[src/rtl/rlmbas_pkg.sv]
// ----------------------------------------------------------------------------
// RGB LED matrix scanner package
// Item types, command type, default sizes and the bit plane helper.
// ----------------------------------------------------------------------------
package rlmbas_pkg;

  localparam int DEF_LED_COUNT  = 256;
  localparam int DEF_ROW_COUNT  = 8;
  localparam int DEF_COLOR_BITS = 8;

  localparam int MAX_LED_COUNT = 1024;
  localparam int MAX_ROW_COUNT = 32;

  localparam int PIXEL_W     = 8;
  localparam int ROW_W       = 3;
  localparam int PLANE_W     = 3;
  localparam int LANES       = 8;
  localparam int NUM_STORES  = 3;
  localparam int QUEUE_DEPTH = 2;

  localparam int CMD_ROW_W = $clog2(MAX_ROW_COUNT);
  localparam int CMD_COL_W = $clog2(MAX_LED_COUNT * 3);

  localparam logic KIND_LOAD = 1'b0;
  localparam logic KIND_TICK = 1'b1;

  typedef struct packed {
    logic               kind;
    logic [PIXEL_W-1:0] pixel_byte;
  } in_item_t;

  typedef struct packed {
    logic [PIXEL_W-1:0] out_byte;
    logic [ROW_W-1:0]   row;
    logic [PLANE_W-1:0] plane_bit;
    logic               last;
  } out_item_t;

  typedef struct packed {
    logic                 tick;
    logic                 wen;
    logic                 frame_end;
    logic [CMD_ROW_W-1:0] row;
    logic [CMD_COL_W-1:0] col;
    logic [PIXEL_W-1:0]   pixel;
  } cmd_t;

  // Position of the highest set bit of a nonzero value.
  function automatic logic [PLANE_W-1:0] plane_of(input logic [PIXEL_W-1:0] v);
    logic [PLANE_W-1:0] p;
    p = '0;
    for (int i = 1; i < PIXEL_W; i++) begin
      if (v[i]) begin
        p = PLANE_W'(i);
      end
    end
    return p;
  endfunction

endpackage

[src/rtl/rlmbas_queue.sv]
// ----------------------------------------------------------------------------
// RGB LED matrix scanner command queue
// Short FIFO between the front end and the scan engine.
// ----------------------------------------------------------------------------
module rlmbas_queue import rlmbas_pkg::*; (
  input  logic clk,
  input  logic rst_n,
  input  logic push,
  input  cmd_t push_cmd,
  output logic full,
  input  logic pop,
  output logic pop_valid,
  output cmd_t pop_cmd
);

  localparam int PTR_W = (QUEUE_DEPTH > 1) ? $clog2(QUEUE_DEPTH) : 1;
  localparam int CNT_W = $clog2(QUEUE_DEPTH + 1);

  cmd_t             slot_r [QUEUE_DEPTH];
  logic [PTR_W-1:0] wp_r, wp_nxt;
  logic [PTR_W-1:0] rp_r, rp_nxt;
  logic [CNT_W-1:0] cnt_r, cnt_nxt;

  assign full      = (cnt_r == CNT_W'(QUEUE_DEPTH));
  assign pop_valid = (cnt_r != '0);
  assign pop_cmd   = slot_r[rp_r];

  always_comb begin
    wp_nxt  = wp_r;
    rp_nxt  = rp_r;
    cnt_nxt = cnt_r;
    if (push) begin
      wp_nxt = (wp_r == PTR_W'(QUEUE_DEPTH - 1)) ? '0 : wp_r + 1'b1;
    end
    if (pop) begin
      rp_nxt = (rp_r == PTR_W'(QUEUE_DEPTH - 1)) ? '0 : rp_r + 1'b1;
    end
    case ({push, pop})
      2'b10:   cnt_nxt = cnt_r + 1'b1;
      2'b01:   cnt_nxt = cnt_r - 1'b1;
      default: cnt_nxt = cnt_r;
    endcase
  end

  always_ff @(posedge clk) begin
    if (!rst_n) begin
      wp_r  <= '0;
      rp_r  <= '0;
      cnt_r <= '0;
    end else begin
      wp_r  <= wp_nxt;
      rp_r  <= rp_nxt;
      cnt_r <= cnt_nxt;
    end
  end

  always_ff @(posedge clk) begin
    if (push) begin
      slot_r[wp_r] <= push_cmd;
    end
  end

endmodule

[config.mk]
export PLATFORM = sky130hd
export DESIGN_NAME = rlmbas_queue
export DESIGN_NICKNAME = d
export VERILOG_FILES = /design/src/rtl/rlmbas_pkg.sv /design/src/rtl/rlmbas_queue.sv
export SDC_FILE = /design/constraint.sdc
export NUM_CORES = 1
export LEC_CHECK = 0
export ABC_CLOCK_PERIOD_IN_PS = 2500
export BUFFER_PORTS_ARGS = -buffer_cell sky130_fd_sc_hd__buf_2
export CAP_MARGIN = 20
export CORE_MARGIN = 1
export CORE_UTILIZATION = 51
export DETAILED_ROUTE_END_ITERATION = 8
export PLACE_DENSITY = 0.76
export SLEW_MARGIN = 20
export SYNTH_ARGS = -nofsm -noshare
export SYNTH_HDL_FRONTEND = slang
export SYNTH_SLANG_ARGS = --single-unit
[constraint.sdc]
create_clock -name clk -period 2.5 [get_ports clk]
set_clock_uncertainty 0.05 [all_clocks]
set_input_delay 0.5 -clock clk [delete_from_list [all_inputs] [get_ports clk]]
set_output_delay 0.5 -clock clk [all_outputs]
set_load 0.02 [all_outputs]
# After elaboration in Yosys (flattened, before gate mapping)
# Memories as Yosys holds them, arrays and structs flattened. A register that Yosys moved wholly into a read port is not among the register bits.
# Cells that the tools add are included.
# classes
eq_ne	3
add_sub_neg	4
n_reduce_logical	2
n_mux	7
# op_table
operator	n
two-way mux 1 bit	6
equality test 2 bit (second input constant)	2
one-hot mux 2 bit (2 select lines)	1
nonzero test 2 bit	2
adder 1 bit (second input constant)	2
adder 2 x 1 -> 2 bit (second input constant)	1
equality test 2 x 1 -> 1 bit (second input constant)	1
subtractor 2 x 1 -> 2 bit (second input constant)	1
# totals
wordCells	20
register_bits	4
input_bits	32
mem_bits_rw	56
mem_count	1
# memory_table
name	words	word_bits	rd	rd_clocked_by_memory_dff	wr	line	rtl
slot_r	2	28	1	1	1	rlmbas_queue.sv:19	cmd_t slot_r [QUEUE_DEPTH];

# Depth between registers and ports, before layout
# Gate-level depths: netlist of the first run.
# depth
word_depth	4
mapped_depth	5
ltp_nobuf	5

# Worst setup path before layout of the first run
# OpenSTA, ideal clock, no wires.
# synth_path
kind	input port to flip-flop
from	input port push
to	memory slot_r[0][0] (netlist bit) (enable)
setup_slack_ps	267
t_required_ps	2035
n_path_buf	0
t_arrival_ps	1768
cell_stages	2
cell_sequence	inv_1 -> nor2_1
# synth_between
elab_chain_len	2
# synth_lines
element	line	rtl
start, declared	rlmbas_queue.sv:8	input logic push,
two-way mux 1 bit	rlmbas_queue.sv:58	if (push) begin
two-way mux 1 bit (not written as such)	rlmbas_queue.sv:59	slot_r[wp_r] <= push_cmd;
end, declared	rlmbas_queue.sv:19	
# No other way between the ends.

==> summary.txt, run 1 <==
Layout
  – Layout cell share with drive strength beyond 1: 57.84%
  – Layout fillers: 291
  – Number of nets at the end of the flow: 215
  – Area growth from synthesis to layout: 24.20%
  – Antenna cell count: 0
  – Finished Cell Area: 2774 um^2
  – Post-route insts no fill: 235

Place
  – Cell total after placement: 221
  – Cell Area, Placed: 2629 um^2
  – PortBufs: 61
  – Placer Congestion: 0.6775
  – Worst slack, placed: 589.8 ps
  – HPWL after detailed placement: 2493 um

Setup path
  – Worst setup slack for register-to-register paths: 1160 ps
  – Capturing element of the worst setup path: pop_cmd[10]
  – R2r endpoint: slot_r[1][1]$_DFFE_PP_
  – Number of cells traversed by the worst register-to-register path: 2
  – WP data required: 1950 ps
  – Setup Crit Path Kind: reg -> out
  – Sort of element at the start of the critical path: flip-flop
  – Arr. time, crit path: 1670 ps
  – Nature of the critical path endpoint: output port
  – Critical-path maximum fanout: 10
  – Launching point of the worst reg2reg path: wp_r$_SDFFE_PN0P_

Run
  – Number of max-capacitance violations reported: 0

Route
  – Number of detailed-routing iterations run before antenna repair: 4
  – Final wirelength: 3627 um
  – Via count of the routed design: 1166
  – Routed wirelength normalized by instance count: 15.43 um
  – DRC errors left: 0
  – Avg Vias per Cell: 4.962
  – DRC violation total after the first TritonRoute iteration: 53
  – Antenna-violating nets left: 0

Clocking
  – Clock latency at the later pin of the worst-skew pair: 320 ps
  – Cts hold-fix bufs: 0
  – H-tree levels: 3
  – Total number of clock tree sinks: 61
  – Clock transition time at the flip-flop clock pins of the worst setup and hold paths: 60 ps
  – Number of clock buffers inserted by TritonCTS: 9
  – Number of buffers between clock root and the deepest sink: 2
  – Post-CTS setup buffer count: 0
  – Number of gates resized after cts: 0
  – Clock root buffer master: clkbuf_8
  – TritonCTS clock tree: built

Logic synthesis
  – Number of instances in the synthesized netlist: 109
  – Yosys reg bits: 61
  – Cell taking the most area after synthesis: edfxtp_1
  – Top cells by area, synth: edfxtp_1 75%, mux2_2 14%, dfxtp_1 4.5%
  – Xor-xnor portion of the synthesized cell area: 1.176%
  – Post-Synthesis Cell Area: 2233 um^2
  – Net Count, Synth: 142
  – Mapped Avg Cell Area: 20.49 um^2
  – Register area share after synthesis: 79.78%
  – Number of distinct library cells after synthesis: 18
  – Mux share of post-synthesis cell area: 14.12%
  – Adder-cell share of the synthesized area: 0.5602%
  – Combinational family with the most area after synthesis: multiplexers
  – Synth top area share: 75.29%
  – Complex-gate fraction of the synthesized area: 0.8964%
  – Basic-gate share of the synthesized area counting and, or, nand and nor cells: 2.521%
  – Number of warnings printed during yosys synthesis: 0

Timing
  – Setup TNS: 0 ps
  – Fin crit period: 2217 ps
  – RSZ-0062 raised after global routing: no
  – Slack of the critical path: 283.0 ps
  – Fmax: 0.4511 GHz
  – Portion of the clock cycle consumed by the worst path in the final layout: 88.68%
  – Transition time at the pin with the least slew margin: 451.5 ps
  – Total count of max-transition violations in the final report: 0
  – Fin. Hold Viols: 0
  – Relative slew slack: 69.90%
  – Number of setup violations in the final report: 0

GRT
  – Largest net degree at the start of global routing: 29
  – Number of global-route vias before repair: 1190
  – Number of antenna violations at the first check in global routing: 0
  – Overall Global Routing Usage: 17.47%
  – Global-route wire length before repair: 5313 um
  – Total gr overflow: 0

Pwr
  – Overall power of the completed layout: 2.144 mW
  – Power density of the placed cells: 772.9 nW/um^2
  – VDD IR max: 0.5195 mV
  – LEAKAGE: 1.068 nW

Floorplan
  – Width of the die: 68.18 um
  – Count of boundary I/O pins: 62
  – Floorplan core area: 4115 um^2
  – Die height: 68.18 um
  – Initial core utilization: 54.27%
  – Die area: 4648 um^2
  – Core Rows: 23

Outcome
  – Result of the run: finished clean

Worst hold path
  – Type of the worst min-delay path: in -> reg
-- placed cells by master, fill, tap and decap left out, types with 2 or more instances in the layout --
cell / Yosys / routed
and2_1: 4 / 4
buf_2: 2 / 61
buf_4: 1 / 3
clkbuf_8: 0 / 9
clkinv_1: 0 / 2
clkinv_2: 0 / 2
dfxtp_1: 5 / 5
edfxtp_1: 56 / 56
mux2_2: 28 / 28
xnor2_1: 2 / 2
-- worst min-delay path by stage --
stage / startpoint / slack (ps) / depth (start not counted) / end
after floorplan: cnt_r[1]$_SDFFE_PN0P_ / 410 / 2 / cnt_r[1]$_SDFFE_PN0P_
after detailed placement: cnt_r[1]$_SDFFE_PN0P_ / 460 / 2 / cnt_r[1]$_SDFFE_PN0P_
after CTS: push_cmd[17] / 290 / 1 / slot_r[0][17]$_DFFE_PP_
final: push_cmd[17] / 310 / 1 / slot_r[1][17]$_DFFE_PP_
after global routing: push_cmd[17] / 290 / 1 / slot_r[0][17]$_DFFE_PP_
after global placement: cnt_r[1]$_SDFFE_PN0P_ / 420 / 2 / cnt_r[1]$_SDFFE_PN0P_
-- kinds of logic after synthesis --
logic type	count (synthesis)
and+or+nand+nor	9
AOI/OAI and AO/OA	3
muxes	28
DFF	61
adders and majority gates	1
buffers and inverters	4
xor gates and xnor gates	3
-- routing by layer --
metal	vias to the layer above	track usage [%]	wire length (um)
met2	37	29.29	1932
met5	-	0	0
li1	560	-	-
met4	0	14.84	67
met3	9	5.833	199
met1	560	17.16	1427
-- cell usage after synthesis, drive strengths merged --
master,instances
a21boi,1
dfxtp,5
nor2b,1
xor2,1
or3,1
buf,3
ha,1
inv,1
o21a,1
or2,1
xnor2,2
mux2,28
and2,4
edfxtp,56
and2b,1
nor2,1
o21ai,1
-- power by group --
part	leakage (nW)	switching [mW]	internal, mW
Combinational	0.424	0.155	0.123
Sequential	0.567	0.0212	1.18
Clock	0.0768	0.331	0.338
-- layout make-up --
class	instances	area (um^2)	share of cell area, %
sequential	61	1782	64.23
multi-input combinational	44	432.9	15.61
inverter	1	3.754	0.1353
tap	50	62.56	2.255
clock inverter	4	17.52	0.6315
timing repair buffer	65	347.8	12.54
clock buffer	10	127.6	4.601
-- worst max-delay path, cell delays in order, from the launching register on --
cell and delay (ps):
dfxtp_1 560, buf_4 270, mux2_2 350, buf_2 160
-- stage by stage --
step,utilization [%],hold WS (ps)
final,67.41,311.6
after detailed placement,63.88,456.9
after floorplan,-,411.2
after CTS,67.41,292.4
after global placement,63.88,420.3
after global routing,67.41,292.5
-- state kept, by name (all words and copies together), names as in the netlist, named ones only --
signal,flops
slot_r,56
cnt_r,2
rp_r,1
wp_r,1
Note: power is estimated with default switching activity, not from simulation.
==> run 2, diff against run 1 <==
Settings changed: CORE_UTILIZATION 51 to 30, PLACE_DENSITY 0.76 to 0.49.
==> run 2 against run 1 <==
  * Flip-flop and latch count unchanged
  * Clock power increased by 20%
  * Cell count increased by 23%
  * Die area increased by 68%
  * Critical path depth unchanged
  * Sequential share of layout area decreased by 2.2 points
  * Final area increased by 3.6%
  * Routed wire length increased by 12%
  * Critical path type unchanged
  * Largest power group unchanged
==> summary.txt, run 2 (synthesis gave the netlist of run 1 again) <==
Route
  – Highest Signal Layer: met4
  – DRC errors left: 0
  – Final wirelength: 4072 um
  – DRC violation total after the first TritonRoute iteration: 30
  – Met3 wirelength from detailed routing: 243 um
  – Via count of the routed design: 1203
  – Wl on met1: 1546 um
  – Number of detailed-routing iterations run before antenna repair: 4
  – Antenna-violating nets left: 0
  – Routed length on met2: 2189 um
  – Routed wirelength normalized by instance count: 14.14 um
  – Avg Vias per Cell: 4.177

Clocking
  – Clock latency at the later pin of the worst-skew pair: 330 ps
  – H-tree levels: 3
  – Clock root buffer master: clkbuf_8
  – Number of buffers between clock root and the deepest sink: 2
  – Number of gates resized after cts: 0
  – Total number of clock tree sinks: 61
  – Clock transition time at the flip-flop clock pins of the worst setup and hold paths: 60 ps
  – TritonCTS clock tree: built
  – Number of clock buffers inserted by TritonCTS: 9
  – Cts hold-fix bufs: 0
  – Post-CTS setup buffer count: 0

Setup path
  – Arr. time, crit path: 1480 ps
  – Critical-path maximum fanout: 20
  – Nature of the critical path endpoint: output port
  – Slowest library cell on the worst path: mux2_2
  – Sort of element at the start of the critical path: flip-flop
  – Critical path, cell by cell: buf_4, mux2_2, buf_2
  – Delay of the slowest cell on the worst path: 380 ps
  – Worst setup slack for register-to-register paths: 1400 ps
  – Launching point of the worst reg2reg path: wp_r$_SDFFE_PN0P_
  – Number of cells traversed by the worst register-to-register path: 2
  – Setup Crit Path Kind: reg -> out
  – R2r endpoint: slot_r[1][8]$_DFFE_PP_
  – WP data required: 1950 ps

Layout
  – Antenna cell count: 0
  – Regs by FF count: slot_r x56, cnt_r x2
  – Most flops, register: slot_r
  – Layout cell share with drive strength beyond 1: 59.26%
  – Area growth from synthesis to layout: 28.68%
  – Highest-count cells in the layout ignoring fill and taps: 61 x buf_2, 56 x edfxtp_1, 28 x mux2_2
  – Finished Cell Area: 2874 um^2
  – Most common cell after layout, fill and taps aside: buf_2
  – Largest register FFs: 56
  – Number of nets at the end of the flow: 217

Timing
  – Fin crit period: 2034 ps
  – Setup TNS: 0 ps
  – Total count of max-transition violations in the final report: 0
  – Fin. Hold Viols: 0
  – RSZ-0062 raised after global routing: no
  – Relative slew slack: 81.90%
  – Fmax: 0.4916 GHz
  – Portion of the clock cycle consumed by the worst path in the final layout: 81.36%
  – Transition time at the pin with the least slew margin: 271.5 ps
  – Number of setup violations in the final report: 0

Worst hold path
  – Startpoint of the most critical hold path: push_cmd[3]
  – Worst Hold Path Cells: 1
  – Type of the worst min-delay path: in -> reg
  – Worst hold endpoint: slot_r[0][3]$_DFFE_PP_

Floorplan
  – Core Rows: 31
  – Die area: 7793 um^2
  – Count of boundary I/O pins: 62
  – Initial core utilization: 30.96%
  – Floorplan core area: 7214 um^2
  – Width of the die: 88.28 um
  – Die height: 88.28 um

Place
  – HPWL after detailed placement: 2782 um
  – PortBufs: 61
  – Cell Area, Placed: 2693 um^2
  – Placer Congestion: 0.6692

GRT
  – Number of global-route vias before repair: 1281
  – Overall Global Routing Usage: 11.36%
  – Largest net degree at the start of global routing: 21
  – Number of antenna violations at the first check in global routing: 0
  – Global-route wire length before repair: 6113 um
  – Total gr overflow: 0

Pwr
  – VDD IR max: 0.3759 mV
  – Power density of the placed cells: 793.0 nW/um^2
  – LEAKAGE: 1.096 nW

Outcome
  – Result of the run: finished clean

Run
  – Number of max-capacitance violations reported: 0
==> run 2: cell count changes in the layout (fill, tap and decap cells not counted), sizes merged <==
cell,change
bufinv,+1
buf,+2
clkinv,+1
==> run 2: worst max-delay path, delay by kind of cell, from the launching register on <==
kind | cells | cell delay [ps]
mux | 1 | 380
flops | 1 | 330
buf+inv | 2 | 440
==> run 2: layout make-up <==
| type | count | area (um^2) |
|---|---|---|
| Clock buffer | 10 | 127.6 |
| Clock inverter | 6 | 53.80 |
| Fill cell | 693 | 4340 |
| Inverter | 1 | 3.754 |
| Multi-Input combinational cell | 44 | 432.9 |
| Sequential cell | 61 | 1782 |
| Tap cell | 99 | 123.9 |
| Timing Repair Buffer | 67 | 350.3 |
==> run 2: how the worst max path moves through the flow <==
| stage | startpoint | endpoint |
|---|---|---|
| after detailed placement | flip-flop | pop_cmd[0] |
| after global routing | flip-flop | pop_cmd[17] |
| after CTS | flip-flop | pop_cmd[0] |
| after floorplan | push | slot_r[0][0]$_DFFE_PP_ |
| final | flip-flop | pop_cmd[0] |
| after global placement | flip-flop | pop_cmd[0] |
==> run 2: metrics by stage <==
stage | hold WS (ps) | worst slack, ps | util (%) | power [mW] | cells
floorplan | 411.2 | 267.3 | - | 1.394 | 109
global placement | 424.9 | 812.9 | 37.32 | 1.493 | 272
detailed placement | 452.2 | 799.0 | 37.32 | 1.505 | 272
CTS | 288.1 | 429.6 | 39.84 | 2.318 | 288
global route | 288.2 | 373.0 | 39.84 | 2.385 | 288
finish | 304.0 | 465.9 | 39.84 | 2.279 | 288
==> run 2: layer usage <==
metal / GRT usage [%] / vias to the layer above
li1: - / 570
met1: 11.60 / 588
met2: 19.58 / 37
met3: 3.825 / 8
met4: 7.918 / 0
met5: 0 / -
==> run 2: where the power goes <==
| group | internal (mW) | switching, mW | total, mW | leakage, nW |
|---|---|---|---|---|
| Combinational | 0.124 | 0.160 | 0.284 | 0.432 |
| Sequential | 1.18 | 0.0167 | 1.19 | 0.567 |
| Clock | 0.449 | 0.353 | 0.802 | 0.0972 |
| Total | 1.75 | 0.530 | 2.28 | 1.10 |
