## src/rtl/rlmbas_pkg.sv

```systemverilog
// ----------------------------------------------------------------------------
// RGB LED matrix scanner package
// Item types, command type, default sizes and the bit plane helper.
// ----------------------------------------------------------------------------
package rlmbas_pkg;

  localparam int DEF_LED_COUNT  = 256;
  localparam int DEF_ROW_COUNT  = 8;
  localparam int DEF_COLOR_BITS = 8;

  localparam int MAX_LED_COUNT = 1024;
  localparam int MAX_ROW_COUNT = 32;

  localparam int PIXEL_W     = 8;
  localparam int ROW_W       = 3;
  localparam int PLANE_W     = 3;
  localparam int LANES       = 8;
  localparam int NUM_STORES  = 3;
  localparam int QUEUE_DEPTH = 2;

  localparam int CMD_ROW_W = $clog2(MAX_ROW_COUNT);
  localparam int CMD_COL_W = $clog2(MAX_LED_COUNT * 3);

  localparam logic KIND_LOAD = 1'b0;
  localparam logic KIND_TICK = 1'b1;

  typedef struct packed {
    logic               kind;
    logic [PIXEL_W-1:0] pixel_byte;
  } in_item_t;

  typedef struct packed {
    logic [PIXEL_W-1:0] out_byte;
    logic [ROW_W-1:0]   row;
    logic [PLANE_W-1:0] plane_bit;
    logic               last;
  } out_item_t;

  typedef struct packed {
    logic                 tick;
    logic                 wen;
    logic                 frame_end;
    logic [CMD_ROW_W-1:0] row;
    logic [CMD_COL_W-1:0] col;
    logic [PIXEL_W-1:0]   pixel;
  } cmd_t;

  // Position of the highest set bit of a nonzero value.
  function automatic logic [PLANE_W-1:0] plane_of(input logic [PIXEL_W-1:0] v);
    logic [PLANE_W-1:0] p;
    p = '0;
    for (int i = 1; i < PIXEL_W; i++) begin
      if (v[i]) begin
        p = PLANE_W'(i);
      end
    end
    return p;
  endfunction

endpackage

```

## src/rtl/rlmbas_front.sv

```systemverilog
// ----------------------------------------------------------------------------
// RGB LED matrix scanner front end
// Accepts items, tracks the load write position and issues commands.
// ----------------------------------------------------------------------------
module rlmbas_front import rlmbas_pkg::*; #(
  parameter int LED_COUNT = DEF_LED_COUNT,
  parameter int ROW_COUNT = DEF_ROW_COUNT
) (
  input  logic     clk,
  input  logic     rst_n,
  input  logic     in_valid,
  output logic     in_stall,
  input  in_item_t in_item,
  input  logic     q_full,
  input  logic     clear_busy,
  output logic     push,
  output cmd_t     push_cmd
);

  localparam int FRAME_BYTES  = LED_COUNT * 3;
  localparam int LEDS_PER_ROW = LED_COUNT / ROW_COUNT;
  localparam int ROW_BITS     = LEDS_PER_ROW * 3;
  localparam int POS_W        = $clog2(FRAME_BYTES);
  localparam int WROW_W       = $clog2(ROW_COUNT + 1);
  localparam int COL_W        = (ROW_BITS > 1) ? $clog2(ROW_BITS) : 1;
  localparam bit ROW_HAS_BITS = (ROW_BITS != 0);

  logic [POS_W-1:0]  wr_pos_r, wr_pos_nxt;
  logic [WROW_W-1:0] wr_row_r, wr_row_nxt;
  logic [COL_W-1:0]  wr_col_r, wr_col_nxt;
  logic              is_load;
  logic              row_ok;
  logic              at_frame_end;

  assign in_stall     = q_full || clear_busy;
  assign push         = in_valid && !in_stall;
  assign is_load      = (in_item.kind == KIND_LOAD);
  assign row_ok       = ROW_HAS_BITS && (wr_row_r < WROW_W'(ROW_COUNT));
  assign at_frame_end = (wr_pos_r == POS_W'(FRAME_BYTES - 1));

  always_comb begin
    push_cmd.tick      = (in_item.kind == KIND_TICK);
    push_cmd.wen       = is_load && row_ok;
    push_cmd.frame_end = is_load && at_frame_end;
    push_cmd.row       = CMD_ROW_W'(wr_row_r);
    push_cmd.col       = CMD_COL_W'(wr_col_r);
    push_cmd.pixel     = in_item.pixel_byte;
  end

  always_comb begin
    wr_pos_nxt = wr_pos_r;
    wr_row_nxt = wr_row_r;
    wr_col_nxt = wr_col_r;
    if (push && is_load) begin
      if (at_frame_end) begin
        wr_pos_nxt = '0;
        wr_row_nxt = '0;
        wr_col_nxt = '0;
      end else begin
        wr_pos_nxt = wr_pos_r + 1'b1;
        if (row_ok) begin
          if (wr_col_r == COL_W'(ROW_BITS - 1)) begin
            wr_col_nxt = '0;
            wr_row_nxt = wr_row_r + 1'b1;
          end else begin
            wr_col_nxt = wr_col_r + 1'b1;
          end
        end
      end
    end
  end

  always_ff @(posedge clk) begin
    if (!rst_n) begin
      wr_pos_r <= '0;
      wr_row_r <= '0;
      wr_col_r <= '0;
    end else begin
      wr_pos_r <= wr_pos_nxt;
      wr_row_r <= wr_row_nxt;
      wr_col_r <= wr_col_nxt;
    end
  end

endmodule

```

## config.mk

```make
export PLATFORM = sky130hd
export DESIGN_NAME = rlmbas_front
export DESIGN_NICKNAME = d
export VERILOG_FILES = /design/src/rtl/rlmbas_pkg.sv /design/src/rtl/rlmbas_front.sv
export SDC_FILE = /design/constraint.sdc
export NUM_CORES = 1
export LEC_CHECK = 0
export BUFFER_PORTS_ARGS = -buffer_cell sky130_fd_sc_hd__clkbuf_2
export CORE_ASPECT_RATIO = 1.4
export CORE_MARGIN = 5
export CORE_UTILIZATION = 50
export CTS_BUF_LIST = sky130_fd_sc_hd__clkbuf_4 sky130_fd_sc_hd__clkbuf_8
export DETAILED_ROUTE_END_ITERATION = 10
export GPL_ROUTABILITY_DRIVEN = 0
export HOLD_SLACK_MARGIN = 0.08
export PLACE_DENSITY_LB_ADDON = 0.3
export SLEW_MARGIN = 20
export SYNTH_ARGS = -nofsm -noshare
export SYNTH_HDL_FRONTEND = slang
export SYNTH_SLANG_ARGS = --single-unit
export TNS_END_PERCENT = 30
```

## constraint.sdc

```tcl
create_clock -name clk -period 2.05 [get_ports clk]
set_input_delay 0.205 -clock clk [delete_from_list [all_inputs] [get_ports clk]]
set_output_delay 0.205 -clock clk [all_outputs]
set_load 0.1 [all_outputs]
```

==> After elaboration in Yosys (flattened, before gate mapping) <==
Index checks and enable logic that the tools add are counted.
{ "op_classes": {"add_sub_neg": 3, "magnitude_cmp": 1, "n_eq_ne": 2, "n_mux": 7, "n_bitwise": 1, "n_reduce_logical": 10} }
{ "ops": {"columns": ["operator", "count"], "rows": [
  ["$mux W7", 3],
  ["$mux W4", 3],
  ["$add A10 B1 Y10 const B", 1],
  ["$eq A10 B10 Y1 const B", 1],
  ["$mux W10", 1],
  ["$add A7 B1 Y7 const B", 1],
  ["$eq A7 B7 Y1 const B", 1],
  ["$add A4 B1 Y4 const B", 1],
  ["$logic_and A1 B1 Y1", 4],
  ["$lt A4 B4 Y1 const B", 1],
  ["$reduce_bool A2 Y1", 2],
  ["$reduce_and A3 Y1", 1],
  ["$reduce_and A2 Y1", 1],
  ["$logic_not A1 Y1", 1],
  ["$logic_or A1 B1 Y1", 1],
  ["$not A1 Y1", 1]
]} }
{ "totals": {"ff_bits": 21, "input_bits": 14, "wordCells": 27} }

==> Logic depth before layout (Yosys ltp) <==
Gate-level depths: netlist (run 1).
{ "depth": {"word_depth": 5, "depth_mapped": 6, "mapped_depth_nobuf": 5} }

==> Worst setup path before layout (run 1) <==
OpenSTA, ideal clock, no wires.
{ "synth_timing": {"kind": "register -> register", "startpoint": "register wr_row_r[3]", "endpoint": "register wr_col_r[3]", "arrival_ps": 3189, "t_required_ps": 1929, "slack_ps": -1260, "stages_incl_launch_ff": 5, "synth_period_minus_slack_ps": 3310, "path_cell_list": "dfxtp_1 > nor2_1 > nand2_1 > a21oi_1 > mux2_2"} }
{ "synth_via": {"elab_chain_len": 3} }
{ "synth_rtl": {"columns": ["element", "line_no", "source"], "rows": [
  ["start: declaration", "rlmbas_front.sv:29", "logic [WROW_W-1:0] wr_row_r, wr_row_nxt;"],
  ["start signal: assignment", "rlmbas_front.sv:80", "wr_row_r <= wr_row_nxt;"],
  ["$lt A4 B4 Y1", "rlmbas_front.sv:38", "assign row_ok = ROW_HAS_BITS && (wr_row_r < WROW_W'(ROW_COUNT));"],
  ["$reduce_bool A2 Y1 (no line)", null, null],
  ["$reduce_and A2 Y1 (no line)", null, null],
  ["end signal: assignment", "rlmbas_front.sv:81", "wr_col_r <= wr_col_nxt;"],
  ["end: declaration", "rlmbas_front.sv:30", "logic [COL_W-1:0] wr_col_r, wr_col_nxt;"]
]} }
No other way between the ends.
A chain may end at the register's enable or synchronous reset.

==> run metrics, run 1 <==
dpl ws around 340 ps; GRT Total Usage 16.5%; Multi-input gate area 721 um^2; Leak about 0.57 nW; worst-margin pin slew 544 ps; Diodes inserted 0; number of flops mapped to enable cells by yosys 0; Fmax achieved 0.523 GHz; Slowest cell on crit path dfxtp_1; core area 2360 um^2; worst hold stages 3; initial antenna violation count 0; Net count, final 172; Clock Sinks 21; Worst-path clk slew around 120 ps; Area growth syn-to-layout 9.56%; kind of cell adding the most delay to the critical path simple AND/OR/NAND/NOR gates; Worst Path Arrival 1710 ps; Ports 44; Initial DRC Count 20; Fill cells 227; CTS Hold Bufs 0; largest net degree at the start of global routing 13; crit path capture type output pin; Synth Cell Area 1230 um^2; CTS tree built; Post-DP HPWL 2130 um; layout cells sized above 1 around 28%; most common flop cell mapped by yosys dfxtp_1; cell taking the most area after synthesis dfxtp_1; Peak VDD IR around 0.48 mV; setup violators final 0; initial core utilization 52.0%; Final Skew roughly 1.7 ps; setup ws final ~140 ps; postcts setup bufs 0; Crit Path Category reg -> out; Clock Latency Late Sink ~300 ps; clock tree buffer depth 2; DIE AREA 3570 um^2; Final ANT Viol Nets 0; vias 1031; DRC 0; CTS buffer count 3; endpoints failing hold 0; Vias/cell 5.82; buffers and inverters on the worst path 1; total power 0.739 mW; FF-to-FF path depth 5; Mapped Cells ~140; Site Rows 21; placed insts 173; crit path max fanout 6; status completed; Sequential Area 424 um^2; Clock Tree Root clkbuf_4; Layout Utilization ~57%; Layout Cells excl Fill 177; CP Cell Sequence ha_1 > and4_2 > nand3_1 > nor2_4 > buf_12; Mapped Avg Cell Area 8.85 um^2; shortest period the worst path allows roughly 1900 ps; routed wire length roughly 2600 um; Yosys top cell area share 34.2%; Remaining Overflow, GRT 0; register area share after synthesis 34.2%; first-pass GRT wire length 4510 um; r2r endpoint wr_col_r[3]; Yosys warning count 0; reg2reg start wr_pos_r[0]; max-slew violations 0; Seq cells post-synth 21; DRT Pass-1 Iters 4; Req. time, crit path 1850 ps; Hold Path Origin rst_n; Resized cells post-CTS 0; I/O Buffers 21; Max stage delay on crit path 410 ps; flop2flop setup slack 340 ps; Die Wd 51.9 um; final period utilization 93.2%; RSZ-0062 raised after global routing false; drt wl/cell 14.9 um; vias in the first global route 1013; Netlist cell types 39; Hold WC Path Type in -> reg; setup TNS 0 ps; top post-synthesis cells by area dfxtp_1 (34%), buf_4 (9.2%), nor2_1 (5.2%); pwr dens approximately 550 nW/um^2; MaxCap Viol Count 0; hold endpoint wr_row_r[1]; fraction of registers with async set/reset 0%; startpoint types flop; die extent in y just under 70 um; relative slew slack 63.9%; H-tree depth 1
==> metrics by stage <==
stage | cell area (um^2) | hold WS (ps)
2_1_floorplan | 1270 | 362
3_3_place_gp | 1320 | 411
3_5_place_dp | 1320 | 411
4_1_cts | 1350 | 235
5_1_grt | 1350 | 244
6_report | 1350 | 238
==> sequential cells by signal (all words and copies together) (netlist names) <==
signal and cells:
wr_pos_r 10, wr_col_r 7, wr_row_r 4
==> layout by cell type, fill, tap and decap left out, drive strengths merged <==
| cell | synthesis | routed |
|---|---|---|
| clkbuf | 1 | 23 |
| dfxtp | 21 | 21 |
| nor2 | 17 | 17 |
| nand3 | 11 | 11 |
| nand2 | 10 | 10 |
| nand4 | 8 | 8 |
| xor2 | 7 | 7 |
| conb | 1 | 6 |
| xnor2 | 4 | 4 |
| buf | 17 | 4 |
| mux2i | 3 | 3 |
| and2 | 3 | 3 |
| a21oi | 3 | 3 |
| nor3 | 3 | 3 |
| ha | 3 | 3 |
| and4 | 3 | 3 |
| nor3b | 3 | 3 |
| and3 | 2 | 2 |
| nor2b | 2 | 2 |
| nor4 | 2 | 2 |
| or2 | 1 | 1 |
| inv | 1 | 1 |
| nor4b | 1 | 1 |
| nand4b | 1 | 1 |
| o31ai | 1 | 1 |
| a41o | 1 | 1 |
| or3 | 1 | 1 |
| a211oi | 1 | 1 |
| mux2 | 1 | 1 |
| or4b | 1 | 1 |
| a32oi | 1 | 1 |
| o2111ai | 1 | 1 |
| nand2b | 1 | 1 |
| o211ai | 1 | 1 |
| o22ai | 1 | 1 |
| clkinv | 0 | 1 |
==> worst max path at each step <==
stage                   endpoint        start  cells past startpoint  slack, ps
floorplan            wr_col_r[3]   clear_busy                      4        -70
finish              push_cmd[25]  wr_pos_r[0]                      5        140
global placement     wr_row_r[3]   clear_busy                      6        410
global route        push_cmd[25]  wr_pos_r[0]                      5         40
detailed placement   wr_col_r[3]  wr_pos_r[0]                      5        340
CTS                 push_cmd[25]  wr_pos_r[0]                      5         90
==> cells in the mapped netlist (2+ instances only) <==
| cell | number |
|---|---|
| nor3_1 | 3 |
| nand4_1 | 7 |
| buf_2 | 2 |
| and4_1 | 3 |
| nand2_1 | 10 |
| xor2_1 | 7 |
| nor2b_1 | 2 |
| ha_1 | 3 |
| mux2i_1 | 3 |
| dfxtp_1 | 21 |
| and2_1 | 3 |
| a21oi_1 | 3 |
| xnor2_1 | 4 |
| and3_1 | 2 |
| nor3b_1 | 2 |
| nand3_1 | 11 |
| buf_4 | 15 |
| nor2_1 | 17 |
==> cell type report <==
| cell class | count | area share [%] |
|---|---|---|
| clock buffers | 3 | 1.67 |
| clock inverters | 1 | 0.371 |
| inverters | 1 | 0.279 |
| multi-input cells | 104 | 53.5 |
| flip-flops and latches | 21 | 31.5 |
| well taps | 23 | 2.14 |
| repair buffers | 24 | 10.6 |
==> tightest hold or removal path: cells and delay by family <==
family | cells | cell delay [ps]
simple gates | 1 | 90
buf+inv | 1 | 140
compound gates | 1 | 70
==> cell families (layout without fill, tap and decap cells) <==
group / count (synthesis) / count (layout) / synth area share (%)
and+or+nand+nor: 70 / 70 / 34.5
DFF: 21 / 21 / 34.2
buffers and inverters: 19 / 29 / 10.6
xor gates and xnor gates: 11 / 11 / 7.83
AOI/OAI and AO/OA: 10 / 10 / 6.21
muxes: 4 / 4 / 3.36
adders and majority gates: 3 / 3 / 3.05
other: 1 / 6 / 0.305
==> where the power goes <==
group | internal, mW | total [mW] | switching (mW)
Sequential | 0.410 | 0.412 | 0.00223
Combinational | 0.0184 | 0.129 | 0.110
Clock | 0.0727 | 0.198 | 0.125
Total | 0.501 | 0.739 | 0.238
==> per-layer routing <==
| metal | part of all wire (%) | GRT usage (%) | routed length [um] | up-vias |
|---|---|---|---|---|
| met1 | 41 | 18.6 | 1080 | 497 |
| met2 | 55 | 31.0 | 1450 | 17 |
| li1 | - | - | - | 511 |
| met5 | 0 | 0 | 0 | - |
| met4 | 1.4 | 4.92 | 37 | 0 |
| met3 | 2.7 | 3.23 | 71 | 6 |
(Power assumes the default switching activity.)
==> inputs of run 2 (changes only) <==
--- a/config.mk
+++ b/config.mk
@@ -8,7 +8,7 @@
 export BUFFER_PORTS_ARGS = -buffer_cell sky130_fd_sc_hd__clkbuf_2
 export CORE_ASPECT_RATIO = 1.4
 export CORE_MARGIN = 5
-export CORE_UTILIZATION = 50
+export CORE_UTILIZATION = 51
 export CTS_BUF_LIST = sky130_fd_sc_hd__clkbuf_4 sky130_fd_sc_hd__clkbuf_8
 export DETAILED_ROUTE_END_ITERATION = 10
 export GPL_ROUTABILITY_DRIVEN = 0
==> run 2 against run 1 <==
Power rose by 1.6%. Register-to-register slack got worse by 30 ps. Final cell count fell by 0.56%. Global-route usage fell by 1.2 points. Critical endpoint unchanged. Maximum frequency fell by 0.28%. Utilization rose by 0.32 points. Sequential share of layout area fell by 0.17 points. Highest routed layer unchanged. Count of clock-buffer cells in the layout rose by 1. Clock power rose by 7%.
==> run metrics, run 2 (synthesized netlist as in run 1, its figures left out) <==
status completed (unchanged); Leak 0.566 nW (was 0.570 nW); total power 0.750 mW (was 0.739 mW); CTS tree built (unchanged); worst-margin pin slew 544 ps (about the same); max-slew violations 0 (unchanged); Slowest cell on crit path dfxtp_1 (unchanged); Layout Utilization 57.3% (was 57.0%); GRT Total Usage 15.4% (was 16.5%); max FFs per register 10 (unchanged); Diodes inserted 0 (unchanged); Initial DRC Count 14 (was 20); Max stage delay on crit path 410 ps (about the same); startpoint types flop (unchanged); Hold Path Origin rst_n (unchanged); hold endpoint wr_row_r[1] (unchanged); DIE AREA 3510 um^2 (was 3570 um^2); Sw Pwr 0.233 mW (was 0.238 mW); commonest non-fill, non-tap cells in the layout clkbuf_2 (20), dfxtp_1 (18), nor2_1 (15) (unchanged); Clock Tree Root clkbuf_4 (unchanged); setup ws final 134 ps (was 139 ps); CP Cell Sequence ha_1 > and4_2 > nand3_4 > nor2_4 > buf_12 (was ha_1 > and4_2 > nand3_1 > nor2_4 > buf_12); kind of cell adding the most delay to the critical path simple AND/OR/NAND/NOR gates (unchanged); sw frac 31.1% (was 32.2%); setup violators final 0 (unchanged); die extent in y 68.1 um (was 68.7 um); Crit Path Category reg -> out (unchanged); endpoints failing hold 0 (unchanged); relative slew slack 63.9% (about the same); core area 2360 um^2 (unchanged); Hold WC Path Type in -> reg (unchanged); clock tree buffer depth 2 (unchanged); shortest period the worst path allows 1920 ps (was 1910 ps); CTS buffer count 3 (unchanged); pwr dens 554 nW/um^2 (was 548 nW/um^2); Req. time, crit path 1850 ps (about the same); Remaining Overflow, GRT 0 (unchanged); Int Pwr 0.517 mW (was 0.501 mW); WP depth 5 (unchanged); crit path max fanout 7 (was 6); I/O Buffers 21 (unchanged); part of the power in combinational logic 17.0% (was 17.4%); Fmax achieved 0.522 GHz (was 0.523 GHz); Die Wd 51.5 um (was 51.9 um); commonest non-fill, non-tap cell in the layout clkbuf_2 (unchanged); RSZ-0062 raised after global routing false (unchanged); FF-to-FF path depth 5 (unchanged); Area growth syn-to-layout 10.2% (was 9.56%); Worst-path clk slew 120 ps (about the same); vias 985 (was 1031); Largest regs wr_pos_r (10), wr_col_r (7), wr_row_r (4) (unchanged); DRC 0 (unchanged); largest net degree at the start of global routing 12 (was 13); CTS Hold Bufs 0 (unchanged); crit path capture type output pin (unchanged); Clock Sinks 21 (unchanged); Ports 44 (unchanged); first-pass GRT wire length 4160 um (was 4510 um); reg2reg start wr_pos_r[0] (unchanged); drt wl/cell 14.2 um (was 14.9 um); routed wire length 2510 um (was 2640 um); Final ANT Viol Nets 0 (unchanged); Final Skew 6.82 ps (was 1.71 ps); DRT Pass-1 Iters 4 (unchanged); worst hold stages 3 (unchanged); Peak VDD IR 0.395 mV (was 0.479 mV); Resized cells post-CTS 1 (was 0); postcts setup bufs 0 (unchanged); MaxCap Viol Count 0 (unchanged); final hold slack 227 ps (was 238 ps); Site Rows 21 (unchanged); Vias/cell 5.60 (was 5.82); initial core utilization 52.0% (unchanged); share of total power in the clock network 28.1% (was 26.8%); Reg with most FFs wr_pos_r (unchanged); critical path startpoint wr_pos_r[0] (unchanged); vias in the first global route 966 (was 1013); Worst Path Arrival 1710 ps (about the same); buffers and inverters on the worst path 1 (unchanged); Clock Latency Late Sink 300 ps (about the same); r2r endpoint wr_col_r[3] (unchanged); layout cells sized above 1 28.1% (was 27.9%); initial antenna violation count 0 (unchanged); Reg power frac 54.9% (was 55.8%); flop2flop setup slack 310 ps (was 340 ps); dpl ws 260 ps (was 336 ps); final period utilization 93.5% (was 93.2%); H-tree depth 1 (unchanged); Net count, final 171 (was 172); Post-DP HPWL 2020 um (was 2130 um)
-- run 2: per-stage QoR --
step                      setup TNS [ps]  instance area [um^2]  std cells
after floorplan                    -72.8                  1270        144
after global placement                 0                  1310        172
after detailed placement               0                  1310        172
after CTS                              0                  1350        176
after global routing                   0                  1360        176
final                                  0                  1360        176
-- run 2: routing by layer --
metal  share of wire, %  global-route usage (%)  vias to the layer above  routed length [um]
li1                   -                       -                      503                   -
met1                 38                    15.7                      464                 951
met2                 58                    30.9                       14                1460
met3                2.7                    2.40                        4                  68
met4                1.2                    5.25                        0                  31
met5                  0                       0                        -                   0
-- run 2: worst min-delay path: stages --
cell and delay, ps:
clkbuf_2 140, nand2_1 80, o22ai_1 60
-- run 2: cell type report --
type,count,area [um^2]
clock buffer,4,30.0
fill,214,1010
inverter,1,3.75
multi-input combinational,104,733
sequential,21,424
tap,23,28.8
timing repair buffer,23,135
-- run 2: power by group through the flow --
stage / Sequential [mW] / Clock (mW) / Combinational, mW
2_1_floorplan: 0.427 / 0 / 0.183
6_report: 0.412 / 0.211 / 0.128
5_1_grt: 0.412 / 0.232 / 0.134
4_1_cts: 0.412 / 0.220 / 0.128
3_3_place_gp: 0.421 / 0 / 0.127
3_5_place_dp: 0.421 / 0 / 0.128
-- run 2: worst max path at each step --
stage,endpoint
floorplan,wr_col_r[3]
global placement,push_cmd[25]
detailed placement,push_cmd[25]
CTS,push_cmd[25]
global route,push_cmd[25]
finish,push_cmd[25]
==> inputs of run 3 (changes only) <==
--- a/config.mk
+++ b/config.mk
@@ -6,9 +6,11 @@
 export NUM_CORES = 1
 export LEC_CHECK = 0
 export BUFFER_PORTS_ARGS = -buffer_cell sky130_fd_sc_hd__clkbuf_2
+export CELL_PAD_IN_SITES_DETAIL_PLACEMENT = 0
+export CELL_PAD_IN_SITES_GLOBAL_PLACEMENT = 1
 export CORE_ASPECT_RATIO = 1.4
 export CORE_MARGIN = 5
-export CORE_UTILIZATION = 51
+export CORE_UTILIZATION = 37
 export CTS_BUF_LIST = sky130_fd_sc_hd__clkbuf_4 sky130_fd_sc_hd__clkbuf_8
 export DETAILED_ROUTE_END_ITERATION = 10
 export GPL_ROUTABILITY_DRIVEN = 0
==> run 3 against run 2 <==
Maximum frequency increased by 0.83%. Register-to-register slack about the same. Global-route usage fell by 2.2 points. Setup slack better by 16 ps. Clock skew is 3.1 ps lower. Flip-flop and latch count did not move. Power increased by 10%. Clock power up 36%. Final cell count rose by 9.7%. Largest power group unchanged.
==> run metrics, run 3 (synthesized netlist as in run 1, its figures left out) <==
setup violators final 0 (unchanged); endpoints failing hold 0 (unchanged); drt wl/cell 14.5 um (was 14.2 um); first-pass GRT wire length 4810 um (was 4160 um); Req. time, crit path 1850 ps (about the same); vias 998 (was 985); Initial DRC Count 9 (was 14); Layout Cells excl Fill 193 (was 176); max FFs per register 10 (unchanged); FF-to-FF path depth 5 (unchanged); Fill cells 334 (was 214); initial core utilization 39.0% (was 52.0%); kind of cell adding the most delay to the critical path simple AND/OR/NAND/NOR gates (unchanged); Fmax achieved 0.526 GHz (was 0.522 GHz); Diodes inserted 0 (unchanged); layout cells sized above 1 27.3% (was 28.1%); Reg power frac 49.8% (was 54.9%); CTS tree built (unchanged); part of the power in combinational logic 15.5% (was 17.0%); Peak VDD IR 0.324 mV (was 0.395 mV); total power 0.826 mW (was 0.750 mW); I/O Buffers 21 (unchanged); postcts setup bufs 0 (unchanged); Post-DP HPWL 2170 um (was 2020 um); Crit Path Category reg -> out (unchanged); RSZ-0062 raised after global routing false (unchanged); Reg with most FFs wr_pos_r (unchanged); DRT Pass-1 Iters 4 (unchanged); startpoint types flop (unchanged); vias in the first global route 1026 (was 966); Remaining Overflow, GRT 0 (unchanged); Vias/cell 5.17 (was 5.60); Final Skew 3.68 ps (was 6.82 ps); flop2flop setup slack 320 ps (was 310 ps); Placed Area 1340 um^2 (was 1310 um^2); pwr dens 596 nW/um^2 (was 554 nW/um^2); commonest non-fill, non-tap cells in the layout clkbuf_2 (20), dfxtp_1 (18), nor2_1 (15) (unchanged); Site Rows 24 (was 21); max-slew violations 0 (unchanged); Worst-path clk slew 80 ps (was 120 ps); Sw Pwr 0.247 mW (was 0.233 mW); Layout Utilization 44.0% (was 57.3%); crit path capture type output pin (unchanged); status completed (unchanged); sw frac 29.9% (was 31.1%); final period utilization 92.7% (was 93.5%); share of total power in the clock network 34.7% (was 28.1%); Ports 44 (unchanged); commonest non-fill, non-tap cell in the layout clkbuf_2 (unchanged); DIE AREA 4590 um^2 (was 3510 um^2); die extent in y 78.2 um (was 68.1 um); relative slew slack 63.8% (was 63.9%); final instance area 1390 um^2 (was 1360 um^2); H-tree depth 1 (unchanged); CTS buffer count 3 (unchanged); Hold WC Path Type in -> reg (unchanged); shortest period the worst path allows 1900 ps (was 1920 ps); clock tree buffer depth 2 (unchanged); routed wire length 2800 um (was 2510 um); placed insts 189 (was 172); CTS Hold Bufs 0 (unchanged); WP depth 5 (unchanged); DRC 0 (unchanged); Area growth syn-to-layout 12.8% (was 10.2%); critical path startpoint wr_pos_r[0] (unchanged); Resized cells post-CTS 0 (was 1); initial antenna violation count 0 (unchanged); crit path max fanout 6 (was 7); Clock Latency Late Sink 260 ps (was 300 ps); Clock Sinks 21 (unchanged); reg2reg start wr_pos_r[0] (unchanged); Worst Path Arrival 1700 ps (was 1710 ps); Slowest cell on crit path dfxtp_1 (unchanged); final hold slack 283 ps (was 227 ps); largest net degree at the start of global routing 12 (unchanged); Final ANT Viol Nets 0 (unchanged); Net count, final 172 (was 171); Int Pwr 0.579 mW (was 0.517 mW); r2r endpoint wr_col_r[3] (unchanged); MaxCap Viol Count 0 (unchanged); Die Wd 58.7 um (was 51.5 um); core area 3150 um^2 (was 2360 um^2); CP Cell Sequence ha_1 > and4_1 > nand3_1 > nor2_4 > buf_12 (was ha_1 > and4_2 > nand3_4 > nor2_4 > buf_12); worst-margin pin slew 545 ps (was 544 ps); Max stage delay on crit path 390 ps (was 410 ps); Largest regs wr_pos_r (10), wr_col_r (7), wr_row_r (4) (unchanged); Clock Tree Root clkbuf_8 (was clkbuf_4); CP Capture Point push_cmd[25] (unchanged); Leak 0.578 nW (was 0.566 nW); GRT Total Usage 13.1% (was 15.4%); buffers and inverters on the worst path 1 (unchanged)
==> run 3: changes by cell type in the layout (fill, tap and decap cells not counted) <==
cell	delta
nand3_4	-1
clkbuf_4	-3
buf_4	+1
and4_1	+1
clkbuf_8	+3
and4_2	-1
nand3_1	+1
==> run 3: how the worst min path moves through the flow <==
stage / cells after the start / start / end
2_1_floorplan: 2 / rst_n / wr_row_r[1]
3_3_place_gp: 0 / in_item[1] / push_cmd[1]
3_5_place_dp: 0 / in_item[1] / push_cmd[1]
4_1_cts: 3 / rst_n / wr_row_r[1]
5_1_grt: 3 / rst_n / wr_row_r[1]
6_report: 3 / rst_n / wr_row_r[1]
==> run 3: tightest hold or removal path, cell delays in order <==
cell and delay, ps:
clkbuf_2 140, nand2_1 90, o22ai_1 60
==> run 3: stage by stage <==
step	TNS, ps	setup WS [ps]
floorplan	-72.8	-72.8
global placement	0	390
detailed placement	0	333
CTS	0	136
global route	0	44.4
finish	0	149
==> run 3: power by group through the flow <==
stage / Combinational, mW / Clock [mW] / Sequential, mW
2_1_floorplan: 0.183 / 0 / 0.427
3_3_place_gp: 0.128 / 0 / 0.421
3_5_place_dp: 0.129 / 0 / 0.421
4_1_cts: 0.129 / 0.299 / 0.411
5_1_grt: 0.135 / 0.320 / 0.412
6_report: 0.128 / 0.287 / 0.411
==> run 3: per-layer routing <==
| layer | vias up | global-route usage (%) | wire [um] |
|---|---|---|---|
| li1 | 502 | - | - |
| met1 | 472 | 15.7 | 1140 |
| met2 | 17 | 23.2 | 1550 |
| met3 | 7 | 2.30 | 59 |
| met4 | 0 | 4.08 | 47 |
| met5 | - | 0 | 0 |
==> run 3: cell type report <==
cell class | instances | area, um^2 | share of cell area (%)
timing repair buffer | 24 | 143 | 10.3
sequential | 21 | 424 | 30.6
clock buffer | 4 | 48.8 | 3.52
multi-input combinational | 104 | 719 | 51.8
tap | 39 | 48.8 | 3.52
inverter | 1 | 3.75 | 0.271
